--- config.mk ---
export PLATFORM = sky130hd
export DESIGN_NAME = fdr_box
export DESIGN_NICKNAME = d
export VERILOG_FILES = /design/src/hdl/fdr_pkg.sv /design/src/hdl/fdr_box.sv
export SDC_FILE = /design/constraint.sdc
export NUM_CORES = 1
export LEC_CHECK = 0
export ABC_AREA = 1
export ABC_CLOCK_PERIOD_IN_PS = 5500
export BUFFER_PORTS_ARGS = -buffer_cell sky130_fd_sc_hd__buf_2
export CAP_MARGIN = 0
export CORE_UTILIZATION = 55
export CTS_CLUSTER_SIZE = 40
export DETAILED_ROUTE_END_ITERATION = 10
export GPL_TIMING_DRIVEN = 0
export PLACE_DENSITY = 0.84
export SYNTH_ARGS = -nofsm -noshare
export SYNTH_HDL_FRONTEND = slang
export SYNTH_SLANG_ARGS = --single-unit
export TNS_END_PERCENT = 50
--- constraint.sdc ---
create_clock -name clk -period 5.5 [get_ports clk]
set_input_delay 1.375 -clock clk [delete_from_list [all_inputs] [get_ports clk]]
set_output_delay 1.375 -clock clk [all_outputs]
set_load 0.005 [all_outputs]
--- src/hdl/fdr_pkg.sv ---
`timescale 1ns / 1ps
// Shared types and constants for the frame dirty-rectangle block.
// No dependencies; every module of the block imports this package.
package fdr_pkg;

  localparam int DEF_MAX_WIDTH  = 1024;
  localparam int DEF_MAX_HEIGHT = 1024;

  // Configuration port
  localparam int CFG_INDEX_W    = 8;
  localparam int CFG_DATA_W     = 11;
  localparam int CFG_RESET_SIZE = 1024;

  localparam logic [CFG_INDEX_W-1:0] REG_FRAME_WIDTH  = 8'd0;
  localparam logic [CFG_INDEX_W-1:0] REG_FRAME_HEIGHT = 8'd1;

  // Payload widths
  localparam int PIX_W    = 16;
  localparam int BGR_W    = 15;
  localparam int LEFT_W   = 10;
  localparam int TOP_W    = 10;
  localparam int RIGHT_W  = 11;
  localparam int BOTTOM_W = 11;
  localparam int M_DATA_W = 64;

  // Position flags of one pixel
  typedef struct packed {
    logic first;  // column 0, row 0: clear the box first
    logic last;   // last pixel of the frame
  } pos_flags_t;

endpackage

--- src/hdl/fdr_box.sv ---
`timescale 1ns / 1ps
// Compare stage, bounding-box tracking, pixel conversion and result register.
// Depends on fdr_pkg.
module fdr_box #(
  parameter int CW = 10,
  parameter int RW = 10
) (
  input  logic                         clk,
  input  logic                         rst,
  input  logic                         take,
  input  logic [fdr_pkg::PIX_W-1:0]    pixel,
  input  logic [CW-1:0]                col,
  input  logic [RW-1:0]                row,
  input  fdr_pkg::pos_flags_t          flags,
  input  logic [fdr_pkg::PIX_W-1:0]    prev_pixel,
  input  logic                         out_ready,
  output logic                         s1_valid,
  output logic                         advance,
  output logic [fdr_pkg::PIX_W-1:0]    s1_pixel,
  output logic [CW-1:0]                s1_col,
  output logic [RW-1:0]                s1_row,
  output logic                         out_valid,
  output logic [fdr_pkg::BGR_W-1:0]    out_bgr,
  output logic                         out_last,
  output logic                         out_changed,
  output logic [fdr_pkg::LEFT_W-1:0]   out_left,
  output logic [fdr_pkg::TOP_W-1:0]    out_top,
  output logic [fdr_pkg::RIGHT_W-1:0]  out_right,
  output logic [fdr_pkg::BOTTOM_W-1:0] out_bottom
);
  import fdr_pkg::*;

  pos_flags_t    s1_flags;
  logic          out_free;
  logic          any_difference;
  logic [CW-1:0] min_column;
  logic [CW-1:0] max_column;
  logic [RW-1:0] min_row;
  logic [RW-1:0] max_row;
  logic          any_difference_next;
  logic [CW-1:0] min_column_next;
  logic [CW-1:0] max_column_next;
  logic [RW-1:0] min_row_next;
  logic [RW-1:0] max_row_next;
  logic          diff;
  logic          report;
  logic [31:0]   left_full;
  logic [31:0]   top_full;
  logic [31:0]   right_full;
  logic [31:0]   bottom_full;

  assign out_free = !out_valid || out_ready;
  assign advance  = s1_valid && out_free;

  always_ff @(posedge clk) begin
    if (rst) begin
      s1_valid <= 1'b0;
    end else if (take) begin
      s1_valid <= 1'b1;
    end else if (advance) begin
      s1_valid <= 1'b0;
    end
  end

  always_ff @(posedge clk) begin
    if (take) begin
      s1_pixel <= pixel;
      s1_col   <= col;
      s1_row   <= row;
      s1_flags <= flags;
    end
  end

  always_comb begin
    diff = prev_pixel != s1_pixel;
    if (s1_flags.first) begin
      any_difference_next = 1'b0;
      min_column_next     = '0;
      max_column_next     = '0;
      min_row_next        = '0;
      max_row_next        = '0;
    end else begin
      any_difference_next = any_difference;
      min_column_next     = min_column;
      max_column_next     = max_column;
      min_row_next        = min_row;
      max_row_next        = max_row;
    end
    if (diff) begin
      if (!any_difference_next) begin
        min_column_next = s1_col;
        max_column_next = s1_col;
        min_row_next    = s1_row;
        max_row_next    = s1_row;
      end else begin
        if (s1_col < min_column_next) min_column_next = s1_col;
        if (s1_col > max_column_next) max_column_next = s1_col;
        if (s1_row < min_row_next) min_row_next = s1_row;
        if (s1_row > max_row_next) max_row_next = s1_row;
      end
      any_difference_next = 1'b1;
    end
    report      = s1_flags.last && any_difference_next;
    left_full   = 32'(min_column_next);
    top_full    = 32'(min_row_next);
    right_full  = 32'(max_column_next) + 32'd1;
    bottom_full = 32'(max_row_next) + 32'd1;
  end

  always_ff @(posedge clk) begin
    if (rst) begin
      any_difference <= 1'b0;
      min_column     <= '0;
      max_column     <= '0;
      min_row        <= '0;
      max_row        <= '0;
    end else if (advance) begin
      any_difference <= any_difference_next;
      min_column     <= min_column_next;
      max_column     <= max_column_next;
      min_row        <= min_row_next;
      max_row        <= max_row_next;
    end
  end

  always_ff @(posedge clk) begin
    if (rst) begin
      out_valid <= 1'b0;
    end else if (out_free) begin
      out_valid <= advance;
    end
  end

  always_ff @(posedge clk) begin
    if (advance) begin
      out_bgr     <= {s1_pixel[4:0], s1_pixel[10:6], s1_pixel[15:11]};
      out_last    <= s1_flags.last;
      out_changed <= report;
      out_left    <= report ? left_full[LEFT_W-1:0] : '0;
      out_top     <= report ? top_full[TOP_W-1:0] : '0;
      out_right   <= report ? right_full[RIGHT_W-1:0] : '0;
      out_bottom  <= report ? bottom_full[BOTTOM_W-1:0] : '0;
    end
  end

  a_changed_at_end: assert property (@(posedge clk) disable iff (rst)
    out_valid && out_changed |-> out_last) else $error("changed before frame end");
  a_quiet_box: assert property (@(posedge clk) disable iff (rst)
    out_valid && !out_changed |-> out_left == '0 && out_top == '0 &&
    out_right == '0 && out_bottom == '0) else $error("box set without change");
  a_stage_held: assert property (@(posedge clk) disable iff (rst)
    s1_valid && !advance |=> s1_valid) else $error("compare stage dropped an item");

endmodule

# Word-level counts from Yosys, hierarchy flattened

Cells that the tools add are included.

Bits in registers: 140
Bits of input ports: 58
Output and inout port bits: 98
Logic and storage cells: 51

Add/subtract/negate cells: 2
Magnitude comparators: 4
Eq/ne operators: 1
Multiplexer cells: 20
Reductions and logical operators: 5

Operator list:

| operator                | number |
|---|---|
| $mux W10                | 16 |
| $add A10 B1 Y11 const B | 2 |
| $gt A10 B10 Y1          | 2 |
| $lt A10 B10 Y1          | 2 |
| $ne A16 B16 Y1          | 1 |
| $mux W1                 | 4 |
| $logic_and A1 B1 Y1     | 2 |
| $reduce_bool A2 Y1      | 1 |
| $logic_not A1 Y1        | 1 |
| $logic_or A1 B1 Y1      | 1 |

# Depth between registers and ports, before layout

Depth after elaboration: 6
Gate-level depth with buffers: 24
Mapped depth without buffers: 23

# Worst setup path after synthesis

OpenSTA, ideal clock, no wires.

Path kind: input -> output
Start: input out_ready
End: output advance
Arrival time: 3738 ps
Path slack: 387 ps
Stages: 6
Path buffers: 2
Path through: inv_1 > nand2_1 > nand2_1 > clkbuf_1 > clkinv_1 > clkbuf_1

Longest elaborated chain between the ends: 2

RTL lines:

| item                | line          | source |
|---|---|---|
| start, declared     | fdr_box.sv:16 | `input logic out_ready,` |
| $logic_or A1 B1 Y1  | fdr_box.sv:52 | `assign out_free = !out_valid \|\| out_ready;` |
| $logic_and A1 B1 Y1 | fdr_box.sv:53 | `assign advance = s1_valid && out_free;` |
| end, declared       | fdr_box.sv:18 | `output logic advance,` |

No other way between the ends.

# Worst setup path after layout

Ends and elaborated chain as after synthesis.

==> metrics.cfg <==
[floorplan]
start_util_pct=57.2
die_w_um=118
core_um2=12800
boundaryPins=156
die_area_um2=13800
fp.dieH_um=118
rows=41

[synth]
avgSynthCellArea_um2=8.88
synth.most_common_cell=inv_1
synth_top_family_by_area=simple AND/OR/NAND/NOR gates
synth_edf_count=97
synth_area_leader_cell=edfxtp_1
synth_cell_type_count=36
synth-compound-area-share_pct=10.4
synthAdderAreaFrac_pct=6.82
synth-xor-area-share_pct=1.91
netlist_area_um2=7340
synth.area.top_cells=edfxtp_1 40%, dfxtp_1 12%, inv_1 7.9%
ys_top_cells_by_count=154 x inv_1, 124 x nand2_1, 97 x edfxtp_1, 93 x nor2_1, 57 x a21oi_1
netlist_instances=826
ys_ff_latch=140
synth_simple_gate_area_share_pct=19.3
yosys_warnings=0
seq_area_frac_synth_pct=51.4
yosys_most_used_dff=edfxtp_1
synth_mux_area_share_pct=0
synth.top_cell.area_share_pct=39.7
syn_nets=924
ys_async_sr_fraction_pct=0

[drt]
drc=0
wl_um=15900
dr.pass1.iters=5
detail-route-antenna-nets=0
routedWlPerCell_um=13.5
via_count=5955
viasPerCell=5.03
drt_iter0_drc=451

[critical_path]
cpLargestDelayFamily=buffers and inverters
cp-endpoint=advance
reg2reg_slack_ns=1.79
max_stage_delay_ns=0.63
worstPathArrival_ns=3.41
cp-startpoint=out_ready
start_kind=input port
crit_required_ns=4.12
timing.rr.end=out_bottom[8]
r2r_cells=21
worstPathCellList=buf_2, inv_1, nand2_1, nand2_1, clkbuf_1, clkinv_1, clkbuf_4, buf_2
r2r-start=s1_flags[1]
cp_max_fo=69
crit_type=in2out
end_kind=output port
cp.depth=8
crit_buf_inv=6
critPathSlowestCell=clkbuf_4

[placed_design]
place_hpwl_um=11600
portBuffers=154
placed_cells=1152
gp_congestion=0.890

[job]
maxCapViolations=0

[global_routing]
antenna_found_initial=0
grt.total_usage_pct=24.1
grt_max_degree=70
grt_pass1_vias=5402
grt.overflow.total=0
grt_first_pass_wirelength_um=26000

[clock_tree]
post-cts-setup-buffers=0
hold_buffers=0
clkLatencyLatePin_ns=0.43
clockRootBuffer=clkbuf_16
cts-htree-levels=4
cts.path.max_buffers=2
cts_tree=yes
cts_sinks=140
clkTransAtPathRegs_ns=0.06
cts_buffers=17
ctsResizeCount=0

[timing]
skew_ns=0.0107
fmax_mhz=209
min_period_over_period_pct=87.0
worst_pin_slew_ns=0.931
max_slew_margin_pct=37.9
setup_viol=0
hold_ws_ns=0.485
hold_violations=0
min_period_ns=4.78
slew_viol_final=0
rsz0062_at_grt=false

[status]
status=finished, final reports clean

[final_layout]
diodes=0
area_delta_synth_final_pct=21.4
final_layout_size_suffix_gt1_share_pct=24.6
multi_input_area_um2=2820
num-nets-final=1097
nFillCells=1033
finalNonFillerCells=1184
regArea_um2=3770

[power]
vdd_drop_max_mv=0.226
p_leak_nw=4.15
powerDensity_nw_per_um2=310

[min_path]
hp-class=reg2reg
min_path_cells=0

==> report_power, final <==
part | total [mW] | leakage [nW] | switching, mW | internal [mW]
clock network | 1.10 | 0.285 | 0.443 | 0.658
registers | 1.26 | 1.28 | 0.0429 | 1.21
logic | 0.403 | 2.58 | 0.247 | 0.157
==> state kept, by name, indices dropped and copies added, names as in the netlist, 11 cells and up <==
signal,count
out_bgr,15
out_bottom,11
out_right,11
s1_pixel,16
==> per-stage QoR <==
step           util [%]  setup TNS (ns)  total power [mW]  area (um^2)  setup slack (ns)
2_1_floorplan         -               0              1.53         7340             0.387
3_3_place_gp       64.9          -0.967              1.66         8320            -0.967
3_5_place_dp       64.9               0              1.67         8330             0.748
4_1_cts            69.5               0              2.77         8910             0.734
5_1_grt            69.5               0              2.88         8910             0.446
6_report           69.5               0              2.76         8910             0.717
==> logic make-up (layout without fill, tap and decap cells) <==
| family | count (synthesis) | after routing |
|---|---|---|
| AND/OR/NAND/NOR | 303 | 303 |
| buffers and inverters | 187 | 373 |
| AO/OA/AOI/OAI | 140 | 140 |
| flip-flops | 140 | 140 |
| adder cells (fa/ha/maj) | 40 | 40 |
| XOR/XNOR | 16 | 16 |
==> how the worst min path moves through the flow <==
stage	slack (ns)	start	end
6_report	0.49	s1_flags[0]	out_last
3_5_place_dp	0.48	s1_flags[0]	out_last
3_3_place_gp	0.47	s1_pixel[6]	out_bgr[5]
4_1_cts	0.50	s1_pixel[6]	out_bgr[5]
2_1_floorplan	0.45	s1_flags[0]	out_last
5_1_grt	0.51	s1_pixel[6]	out_bgr[5]
==> cells in the final DEF (no fill, tap or decap), types with 3 or more instances in the layout <==
| cell | synthesis | routed |
|---|---|---|
| a21oi_1 | 57 | 57 |
| and2_1 | 4 | 4 |
| buf_2 | 7 | 161 |
| clkbuf_1 | 14 | 14 |
| clkbuf_16 | 0 | 20 |
| clkinv_2 | 0 | 3 |
| clkinv_4 | 0 | 4 |
| dfxtp_1 | 43 | 43 |
| edfxtp_1 | 97 | 97 |
| ha_1 | 40 | 40 |
| inv_1 | 154 | 154 |
| inv_2 | 6 | 6 |
| nand2_1 | 124 | 124 |
| nand2_2 | 18 | 18 |
| nand2_4 | 8 | 8 |
| nand3_1 | 33 | 33 |
| nand4_1 | 5 | 5 |
| nor2_1 | 93 | 93 |
| nor2_2 | 4 | 4 |
| nor2_4 | 5 | 5 |
| o211ai_1 | 6 | 6 |
| o21a_1 | 9 | 9 |
| o21ai_0 | 45 | 45 |
| o21ai_1 | 15 | 15 |
| o21ai_2 | 3 | 3 |
| xor2_1 | 16 | 16 |
==> final cells by class <==
cell class | count | area share [%]
clock inverters | 11 | 0.898
plain buffers | 25 | 1.59
clock buffers | 21 | 5.66
well taps | 172 | 2.41
flip-flops and latches | 140 | 42.3
inverters | 162 | 6.82
multi-input cells | 499 | 31.6
repair buffers | 154 | 8.65
==> routing by layer <==
layer	global-route usage, %	vias up	part of all wire [%]	wire length [um]
met5	0	-	0	0
met4	8.09	0	1.3	207
met3	6.59	17	7.2	1150
met2	40.7	193	49	7760
met1	29.9	2735	43	6810
li1	-	3010	-	-
Power figures use the tool's default switching activity.
