### src/hdl/fdr_pkg.sv
`timescale 1ns / 1ps
// Shared types and constants for the frame dirty-rectangle block.
// No dependencies; every module of the block imports this package.
package fdr_pkg;

  localparam int DEF_MAX_WIDTH  = 1024;
  localparam int DEF_MAX_HEIGHT = 1024;

  // Configuration port
  localparam int CFG_INDEX_W    = 8;
  localparam int CFG_DATA_W     = 11;
  localparam int CFG_RESET_SIZE = 1024;

  localparam logic [CFG_INDEX_W-1:0] REG_FRAME_WIDTH  = 8'd0;
  localparam logic [CFG_INDEX_W-1:0] REG_FRAME_HEIGHT = 8'd1;

  // Payload widths
  localparam int PIX_W    = 16;
  localparam int BGR_W    = 15;
  localparam int LEFT_W   = 10;
  localparam int TOP_W    = 10;
  localparam int RIGHT_W  = 11;
  localparam int BOTTOM_W = 11;
  localparam int M_DATA_W = 64;

  // Position flags of one pixel
  typedef struct packed {
    logic first;  // column 0, row 0: clear the box first
    logic last;   // last pixel of the frame
  } pos_flags_t;

endpackage

### src/hdl/fdr_position.sv
`timescale 1ns / 1ps
// Frame size registers and raster position counters.
// Depends on fdr_pkg.
module fdr_position #(
  parameter int MAX_WIDTH  = fdr_pkg::DEF_MAX_WIDTH,
  parameter int MAX_HEIGHT = fdr_pkg::DEF_MAX_HEIGHT
) (
  input  logic                               clk,
  input  logic                               rst,
  input  logic                               cfg_write,
  input  logic [fdr_pkg::CFG_INDEX_W-1:0]    cfg_index,
  input  logic [fdr_pkg::CFG_DATA_W-1:0]     cfg_data,
  input  logic                               take,
  input  logic                               frame_start,
  output logic [$clog2(MAX_WIDTH)-1:0]       col,
  output logic [$clog2(MAX_HEIGHT)-1:0]      row,
  output fdr_pkg::pos_flags_t                flags
);
  import fdr_pkg::*;

  localparam int CW = $clog2(MAX_WIDTH);
  localparam int RW = $clog2(MAX_HEIGHT);
  localparam int SWW = CW + 1;
  localparam int SWH = RW + 1;
  localparam int W_RST = (CFG_RESET_SIZE > MAX_WIDTH) ? MAX_WIDTH : CFG_RESET_SIZE;
  localparam int H_RST = (CFG_RESET_SIZE > MAX_HEIGHT) ? MAX_HEIGHT : CFG_RESET_SIZE;

  logic [SWW-1:0] width_lim;
  logic [SWH-1:0] height_lim;
  logic [SWW-1:0] width_clamp;
  logic [SWH-1:0] height_clamp;
  logic [CW-1:0]  col_count;
  logic [RW-1:0]  row_count;
  logic [CW-1:0]  col_count_next;
  logic [RW-1:0]  row_count_next;
  logic [SWW-1:0] col_inc;
  logic [SWH-1:0] row_inc;
  logic           last_col;
  logic           last_row;

  // Clamp written sizes into 1..MAX
  always_comb begin
    if (cfg_data == '0) begin
      width_clamp = SWW'(1);
    end else if (32'(cfg_data) > MAX_WIDTH) begin
      width_clamp = SWW'(MAX_WIDTH);
    end else begin
      width_clamp = SWW'(cfg_data);
    end
    if (cfg_data == '0) begin
      height_clamp = SWH'(1);
    end else if (32'(cfg_data) > MAX_HEIGHT) begin
      height_clamp = SWH'(MAX_HEIGHT);
    end else begin
      height_clamp = SWH'(cfg_data);
    end
  end

  always_ff @(posedge clk) begin
    if (rst) begin
      width_lim  <= SWW'(W_RST);
      height_lim <= SWH'(H_RST);
    end else if (cfg_write) begin
      case (cfg_index)
        REG_FRAME_WIDTH:  width_lim  <= width_clamp;
        REG_FRAME_HEIGHT: height_lim <= height_clamp;
        default: ;
      endcase
    end
  end

  always_comb begin
    col      = frame_start ? '0 : col_count;
    row      = frame_start ? '0 : row_count;
    col_inc  = {1'b0, col} + SWW'(1);
    row_inc  = {1'b0, row} + SWH'(1);
    last_col = col_inc >= width_lim;
    last_row = row_inc >= height_lim;
    flags.first = (col == '0) && (row == '0);
    flags.last  = last_col && last_row;
    if (last_col) begin
      col_count_next = '0;
      row_count_next = last_row ? '0 : row_inc[RW-1:0];
    end else begin
      col_count_next = col_inc[CW-1:0];
      row_count_next = row;
    end
  end

  always_ff @(posedge clk) begin
    if (rst) begin
      col_count <= '0;
      row_count <= '0;
    end else if (take) begin
      col_count <= col_count_next;
      row_count <= row_count_next;
    end
  end

endmodule

### config.mk
export PLATFORM = sky130hd
export DESIGN_NAME = fdr_position
export DESIGN_NICKNAME = d
export VERILOG_FILES = /design/src/hdl/fdr_pkg.sv /design/src/hdl/fdr_position.sv
export SDC_FILE = /design/constraint.sdc
export NUM_CORES = 1
export LEC_CHECK = 0
export BUFFER_PORTS_ARGS = -buffer_cell sky130_fd_sc_hd__buf_2
export CORE_MARGIN = 2
export CORE_UTILIZATION = 34
export CTS_CLUSTER_DIAMETER = 150
export CTS_CLUSTER_SIZE = 28
export DETAILED_ROUTE_END_ITERATION = 8
export GPL_TIMING_DRIVEN = 0
export SETUP_SLACK_MARGIN = 0.5
export SLEW_MARGIN = 0
export SYNTH_ARGS = -nofsm -noshare
export SYNTH_HDL_FRONTEND = slang
export SYNTH_SLANG_ARGS = --single-unit
### constraint.sdc
create_clock -name clk -period 9.95 [get_ports clk]
set_input_delay 1.99 -clock clk [delete_from_list [all_inputs] [get_ports clk]]
set_output_delay 1.99 -clock clk [all_outputs]
set_load 0.02 [all_outputs]
==> Word level (Yosys, flattened, before mapping) <==
Cells that the tools add are included.
Widths: inputs -> output; s select.
{ "totals": {"register_bits": 42, "inputBits": 24, "wordCells": 25} }
{ "classes": {"addsub": 2, "n_lt_le_gt_ge": 3, "eq_ne": 1, "muxes": 7, "reduce_logical": 8} }
{ "ops": {"columns": ["operator", "n"], "rows": [
  ["$mux 10", 5],
  ["$add 10x1->11 const B", 2],
  ["$ge 11x11->1", 2],
  ["$mux 11", 2],
  ["$logic_not 10->1", 2],
  ["$gt 11x11->1 const B", 1],
  ["$logic_not 11->1", 1],
  ["$eq 8x1->1 const B", 1],
  ["$logic_not 8->1", 1],
  ["$reduce_and 2->1", 2],
  ["$logic_and 1x1->1", 2]
]} }

==> Depth between registers and ports, before layout <==
Gate-level depths: netlist of run 1.
{ "logic_depth": {"ltp_word": 5, "depth_mapped": 17, "depth_no_buf": 14} }

==> Worst setup path before layout of run 1 <==
No wires, ideal clock.
{ "synth_path": {"kind": "input to output", "startpoint": "input port frame_start", "endpoint": "output port flags[0] in the netlist's numbering", "t_arrival_ps": 4930, "path_slack_ps": 3030, "cell_stages": 14, "path_buffers": 3, "path_cell_list": "buf_6 -> buf_4 -> clkbuf_1 -> nor2b_1 -> ha_1 -> and4b_1 -> and2b_1 -> or2_2 -> ha_1 -> and3_4 -> a221oi_2 -> nor3_1 -> nor2_1 -> nor2_1"} }
{ "synth_rtl": {"columns": ["item", "line_no", "source"], "rows": [
  ["from (decl)", "fdr_position.sv:14", "input logic frame_start,"],
  ["to (decl)", "fdr_position.sv:17", "output fdr_pkg::pos_flags_t flags"]
]} }

==> flow_summary.ini, run 1 <==
[worst_setup_path]
critical_path_buf_inv_count = 5
cp.arrival_ns = 5.36
crit_family = simple AND/OR/NAND/NOR gates
endpoint_kind = primary output
cpPeakStageDelay_ns = 0.47
worstPathRequired_ns = 7.96
cp-start-kind = input pin
crit_slowest_cell = a41oi_1
worstSetupPathType = input pin to primary output
cp_cell_sequence = buf_6, buf_4, clkbuf_1, nand2b_1, inv_1, ha_1, and3_1, nand3_1, xor2_1, nor2_1, ha_1, and3_1, a41oi_1, and2_1, nor2_1, buf_2
path_max_fanout = 10

[cells_and_area]
syn_to_final_growth_pct = 15.57
n_fill_cell = 816
seq_area_um2 = 840.8
finish.instance_area_mm2 = 0.003176
drive_above_1_share = 0.1782
nets = 425
diodes = 0
utilization = 0.4088
multi_input_comb_area_mm2 = 0.001734

[yosys]
synth_flop_cell = dfxtp_1
synth_edf_count = 0
mappedNetlistArea_mm2 = 0.002748
ys.warnings.count = 0
synth_compound_area_frac = 0.1389
synth_top_family_by_area = simple AND/OR/NAND/NOR gates
synth-xor-area-share = 0.04098
async_flop_share = 0
synth.area.mux_share = 0.06922
ys_types = 46
synth_adder_area_share = 0.1184
synth_simple_gate_area_frac = 0.2637
syn_avg_cell_area_um2 = 8.428
synth-seq-area-share = 0.3060
synth-seq-cells = 42
synth_nets = 376
syn_inst = 326

[timing]
rsz0062_at_grt = false
tns_ns = 0
slew_headroom = 0.6324
fin_crit_ns = 7.346
period_share = 0.7383
fmax_mhz = 136.1
slew_viol_final = 0
finalSetupViolations = 0
final_hold_viol_count = 0
worst_slew_pin_slew_ns = 0.5514
clock_skew_ns = 0.01223

[cts]
h-tree-depth = 2
cts_resized = 0
clock_latency_ns = 0.30
cts-buffers-inserted = 5
root_buffer = clkbuf_8
cts_setup_buffers = 0
clockBufferDepth = 2
cts_hold_buf = 0
cts.clk_slew.worst_paths_ns = 0.09
cts.sinks = 42
cts_tree = built

[floorplan]
rows = 32
io_pins = 46
initial_core_util = 0.3537
die_height_um = 93.90
die_area_mm2 = 0.008816
die_w_um = 93.90
core-area_mm2 = 0.007767

[grt]
grt_pass1_vias = 2505
track_usage = 0.1641
grt_max_degree = 15
antenna_found_initial = 0
grt_remaining_overflow = 0
grt_pass1_wl_um = 11460

[power_and_ir_drop]
p_leak_nw = 1.584
finalPower_mw = 0.3148
vdd_drop_max_mv = 0.04568
pwr_density_cell_mw_per_mm2 = 99.12

[placement]
place_hpwl_um = 5447
placed_area_mm2 = 0.003085
gp_congestion = 0.8206
io_buffers = 42

[worst_hold_path]
worst_hold_path_type = flip-flop to flip-flop

[route]
antenna_violating_nets_post_route = 0
post_drt_wl_per_cell_um = 14.37
vias = 2430
drc_errors = 0
wirelength_um = 6871
drt_iter0_markers = 57
first_pass_iters = 4
viasPerCell = 5.084

[job]
max_cap_viol_count = 0

[run_status]
status = completed
==> cell families after synthesis <==
logic type      count (synthesis)
compound gates                 47
simple gates                  139
fa+ha+maj                      26
mux                            19
xor+xnor                       12
flops                          42
buf+inv                        41
==> Yosys cell counts (2+ instances only) <==
library cell,count,area share
and3_1,8,0.018
nand4_1,3,0.0068
ha_1,26,0.12
a311oi_1,2,0.0064
mux2i_1,19,0.069
o211a_1,3,0.011
nor2b_1,29,0.066
a21o_1,6,0.016
xor2_1,7,0.022
or2_2,3,0.0068
nor2_1,41,0.056
nand2b_1,5,0.011
and2_1,4,0.0091
buf_4,2,0.0055
nor3_1,4,0.0073
xnor2_1,4,0.013
inv_1,28,0.038
nand2_1,21,0.029
buf_2,3,0.0055
nand3_1,7,0.013
a22o_1,13,0.041
and3_4,2,0.0082
nor4_1,6,0.014
a21oi_1,7,0.013
clkbuf_1,6,0.0082
o21ai_0,6,0.011
dfxtp_1,42,0.31
==> area by class of cell <==
cell class                      instances  share of cell area
Buffer                                 13             0.02128
Timing Repair Buffer                   42             0.06619
Clock inverter                          3            0.006698
Inverter                               28             0.03310
Multi-Input combinational cell        243              0.5461
Tap cell                              102             0.04019
Clock buffer                            5             0.02167
Sequential cell                        42              0.2648
==> cell usage in the layout (no fill, tap or decap), types with 2 or more instances in the layout <==
master and count:
buf_2 45, dfxtp_1 42, nor2_1 41, nor2b_1 29
inv_1 28, ha_1 26, nand2_1 21, mux2i_1 19
a22o_1 13, and3_1 8, nand3_1 7, xor2_1 7
a21oi_1 7, clkbuf_1 6, o21ai_0 6, nor4_1 6
a21o_1 6, nand2b_1 5, clkbuf_8 5, and2_1 4
xnor2_1 4, nor3_1 4, nand4_1 3, or2_2 3
o211a_1 3, buf_4 2, and3_4 2, a311oi_1 2
==> sequential cells by signal (all words and copies together), names as in the netlist <==
register	cells
width_lim	11
height_lim	11
col_count	10
row_count	10
==> power by group <==
group / total (mW) / internal, mW / leakage (nW) / switching, mW
clock network: 0.115 / 0.0494 / 0.0441 / 0.0653
registers: 0.170 / 0.169 / 0.339 / 0.000813
logic: 0.0300 / 0.0115 / 1.20 / 0.0185
==> through the flow <==
stage               hold slack [ns]  setup slack [ns]  instances
finish                       0.5033             2.604        478
global route                 0.5181             2.215        478
CTS                          0.4979             2.581        478
detailed placement           0.4734             2.621        470
global placement             0.4585             2.595        470
floorplan                    0.4354             3.030        326
==> worst register-to-register path: cells and delay by family, from the launching register on <==
kind / cells / cell delay, ns
and+or+nand+nor: 6 / 1.05
AOI/OAI and AO/OA: 3 / 0.94
adders and majority gates: 2 / 0.49
DFF: 1 / 0.38
xor gates and xnor gates: 1 / 0.23
buffers and inverters: 1 / 0.16
==> final timing paths <==
check,start,endpoint,slack (ns),depth (start not counted)
worst max-delay path,frame_start,flags[0],2.60,16
worst min-delay path,col_count[0]$_SDFFE_PP0P_,col_count[0]$_SDFFE_PP0P_,0.50,1
worst max register to register,row_count[0]$_SDFFE_PP0P_,row_count[6]$_SDFFE_PP0P_,6.62,13
worst min register to register,col_count[0]$_SDFFE_PP0P_,col_count[0]$_SDFFE_PP0P_,0.50,1
==> layer usage <==
layer	wire, um	up-vias	part of all wire	GRT usage
met1	3201	1162	0.47	0.2083
met2	3369	40	0.49	0.2899
met3	207	10	0.030	0.02488
li1	-	1218	-	-
met5	0	-	0	0
met4	93	0	0.014	0.04106
Power figures use the tool's default switching activity.
==> inputs of run 2 (changes only) <==
- clock period: 9.95 -> 6.1 ns (I/O delays scaled with it)
==> flow_summary.ini, run 2 (same netlist as run 1, synthesis figures left out) <==
[run_status]
status = completed

[grt]
grt_pass1_vias = 2518
grt_pass1_wl_um = 11500
track_usage = 0.1646
grt_remaining_overflow = 0
grt_max_degree = 15
antenna_found_initial = 0

[cells_and_area]
final_cell_mix = buf_2 (45), dfxtp_1 (42), nor2_1 (40), nor2b_1 (29), inv_1 (27)
final_common_cell = buf_2
n_fill_cell = 806
diodes = 0
finish.instance_area_mm2 = 0.003209
nets = 425
drive_above_1_share = 0.2021
syn_to_final_growth_pct = 16.80
multi_input_comb_area_mm2 = 0.001764
largest_registers = height_lim (11), width_lim (11)
utilization = 0.4132
seq_area_um2 = 840.8

[timing]
period_share = 0.8716
final_hold_viol_count = 0
tns_ns = 0
worst_slew_pin_slew_ns = 0.5475
fmax_mhz = 188.1
fin_crit_ns = 5.317
finalSetupViolations = 0
slew_viol_final = 0
clock_skew_ns = 0.01178
slew_headroom = 0.6350
rsz0062_at_grt = false

[placement]
placed_area_mm2 = 0.003085
io_buffers = 42
place_hpwl_um = 5447
gp_congestion = 0.8206

[route]
first_pass_iters = 4
drc_errors = 0
antenna_violating_nets_post_route = 0
wirelength_um = 6924
post_drt_wl_per_cell_um = 14.49
viasPerCell = 5.082
drt_iter0_markers = 63
vias = 2429

[power_and_ir_drop]
p_sw_frac = 0.2697
pwr-share-clk = 0.364
vdd_drop_max_mv = 0.07458
power_frac_seq = 0.539
pwr_density_cell_mw_per_mm2 = 160.5
intPower_mw = 0.3761
p_comb_frac = 0.097
p_sw_mw = 0.1389
p_leak_nw = 1.593

[cts]
cts.clk_slew.worst_paths_ns = 0.08
cts-buffers-inserted = 5
root_buffer = clkbuf_8
clockBufferDepth = 2
cts_setup_buffers = 0
cts_tree = built
cts_hold_buf = 0
h-tree-depth = 2
clock_latency_ns = 0.30
cts.sinks = 42

[worst_setup_path]
crit-reg2reg-launch = row_count[0]$_SDFFE_PP0P_
path_max_fanout = 10
cp.arrival_ns = 4.10
setup.worst_path.start = frame_start
worstPathRequired_ns = 4.88
endpoint_kind = primary output
worstSetupPathType = input pin to primary output
worstRegToRegCells = 13
r2r_slack_ns = 2.77
cp-start-kind = input pin
reg2reg_to = row_count[6]$_SDFFE_PP0P_
critPathCapture = flags[0]

[worst_hold_path]
min_from = row_count[9]$_SDFFE_PP0P_
worst_hold_path_type = flip-flop to flip-flop

[floorplan]
initial_core_util = 0.3537
die_height_um = 93.90
core-area_mm2 = 0.007767
die_w_um = 93.90
die_area_mm2 = 0.008816
rows = 32
io_pins = 46

[job]
max_cap_viol_count = 0
-- run 2: metal layers --
layer  wire, um  vias to the layer above  global-route usage
met5          0                        -                   0
met4         89                        0             0.04106
met3        196                        9             0.02488
met2       3391                       39              0.2923
met1       3248                     1166              0.2078
li1           -                     1215                   -
-- run 2: what timing repair did --
item                                    4_1_cts  5_1_grt
endpoints found under the setup margin        1        1
gates resized for setup                       3        8
hold endpoints to repair                      0        0
-- run 2: worst min-delay path by stage --
stage / to / slack (ns) / depth (start not counted)
4_1_cts: col_count[9]$_SDFFE_PP0P_ / 0.50 / 1
5_1_grt: row_count[5]$_SDFFE_PP0P_ / 0.52 / 1
3_5_place_dp: col_count[9]$_SDFFE_PP0P_ / 0.47 / 1
3_3_place_gp: col_count[9]$_SDFFE_PP0P_ / 0.46 / 1
2_1_floorplan: height_lim[10]$_SDFFE_PP1P_ / 0.44 / 1
6_report: row_count[9]$_SDFFE_PP0P_ / 0.50 / 2
-- run 2: power groups by stage --
stage / combinational (mW) / clock (mW) / sequential (mW)
finish: 0.0501 / 0.187 / 0.278
global route: 0.0550 / 0.204 / 0.278
CTS: 0.0493 / 0.191 / 0.277
detailed placement: 0.0488 / 0 / 0.284
global placement: 0.0481 / 0 / 0.284
floorplan: 0.0298 / 0 / 0.283
-- run 2: cell type report --
type                    instances  area share
well taps                     102     0.03977
clock buffers                   5     0.02144
plain buffers                  13     0.02222
clock inverters                 3    0.006628
repair buffers                 42     0.06550
inverters                      28     0.03275
multi-input cells             243      0.5497
flip-flops and latches         42      0.2620
-- run 2: critical path: stages --
cell	delay [ns]
buf_6	0.12
buf_4	0.18
clkbuf_4	0.21
nand2b_4	0.17
inv_2	0.07
ha_2	0.20
and3_1	0.18
nand3_1	0.09
xor2_1	0.16
nor2_2	0.13
ha_1	0.26
and3_1	0.22
a221o_1	0.36
nand2_2	0.13
and2_4	0.18
nor2_1	0.05
buf_2	0.15
-- run 2: metrics by stage --
step,worst slack (ns),power [mW],hold slack (ns),cells
2_1_floorplan,0.7203,0.3132,0.4354,326
3_3_place_gp,0.2850,0.3318,0.4585,470
3_5_place_dp,0.3108,0.3325,0.4734,470
4_1_cts,0.5008,0.5180,0.4979,478
5_1_grt,0.5175,0.5367,0.5181,478
6_report,0.7834,0.5150,0.5049,478
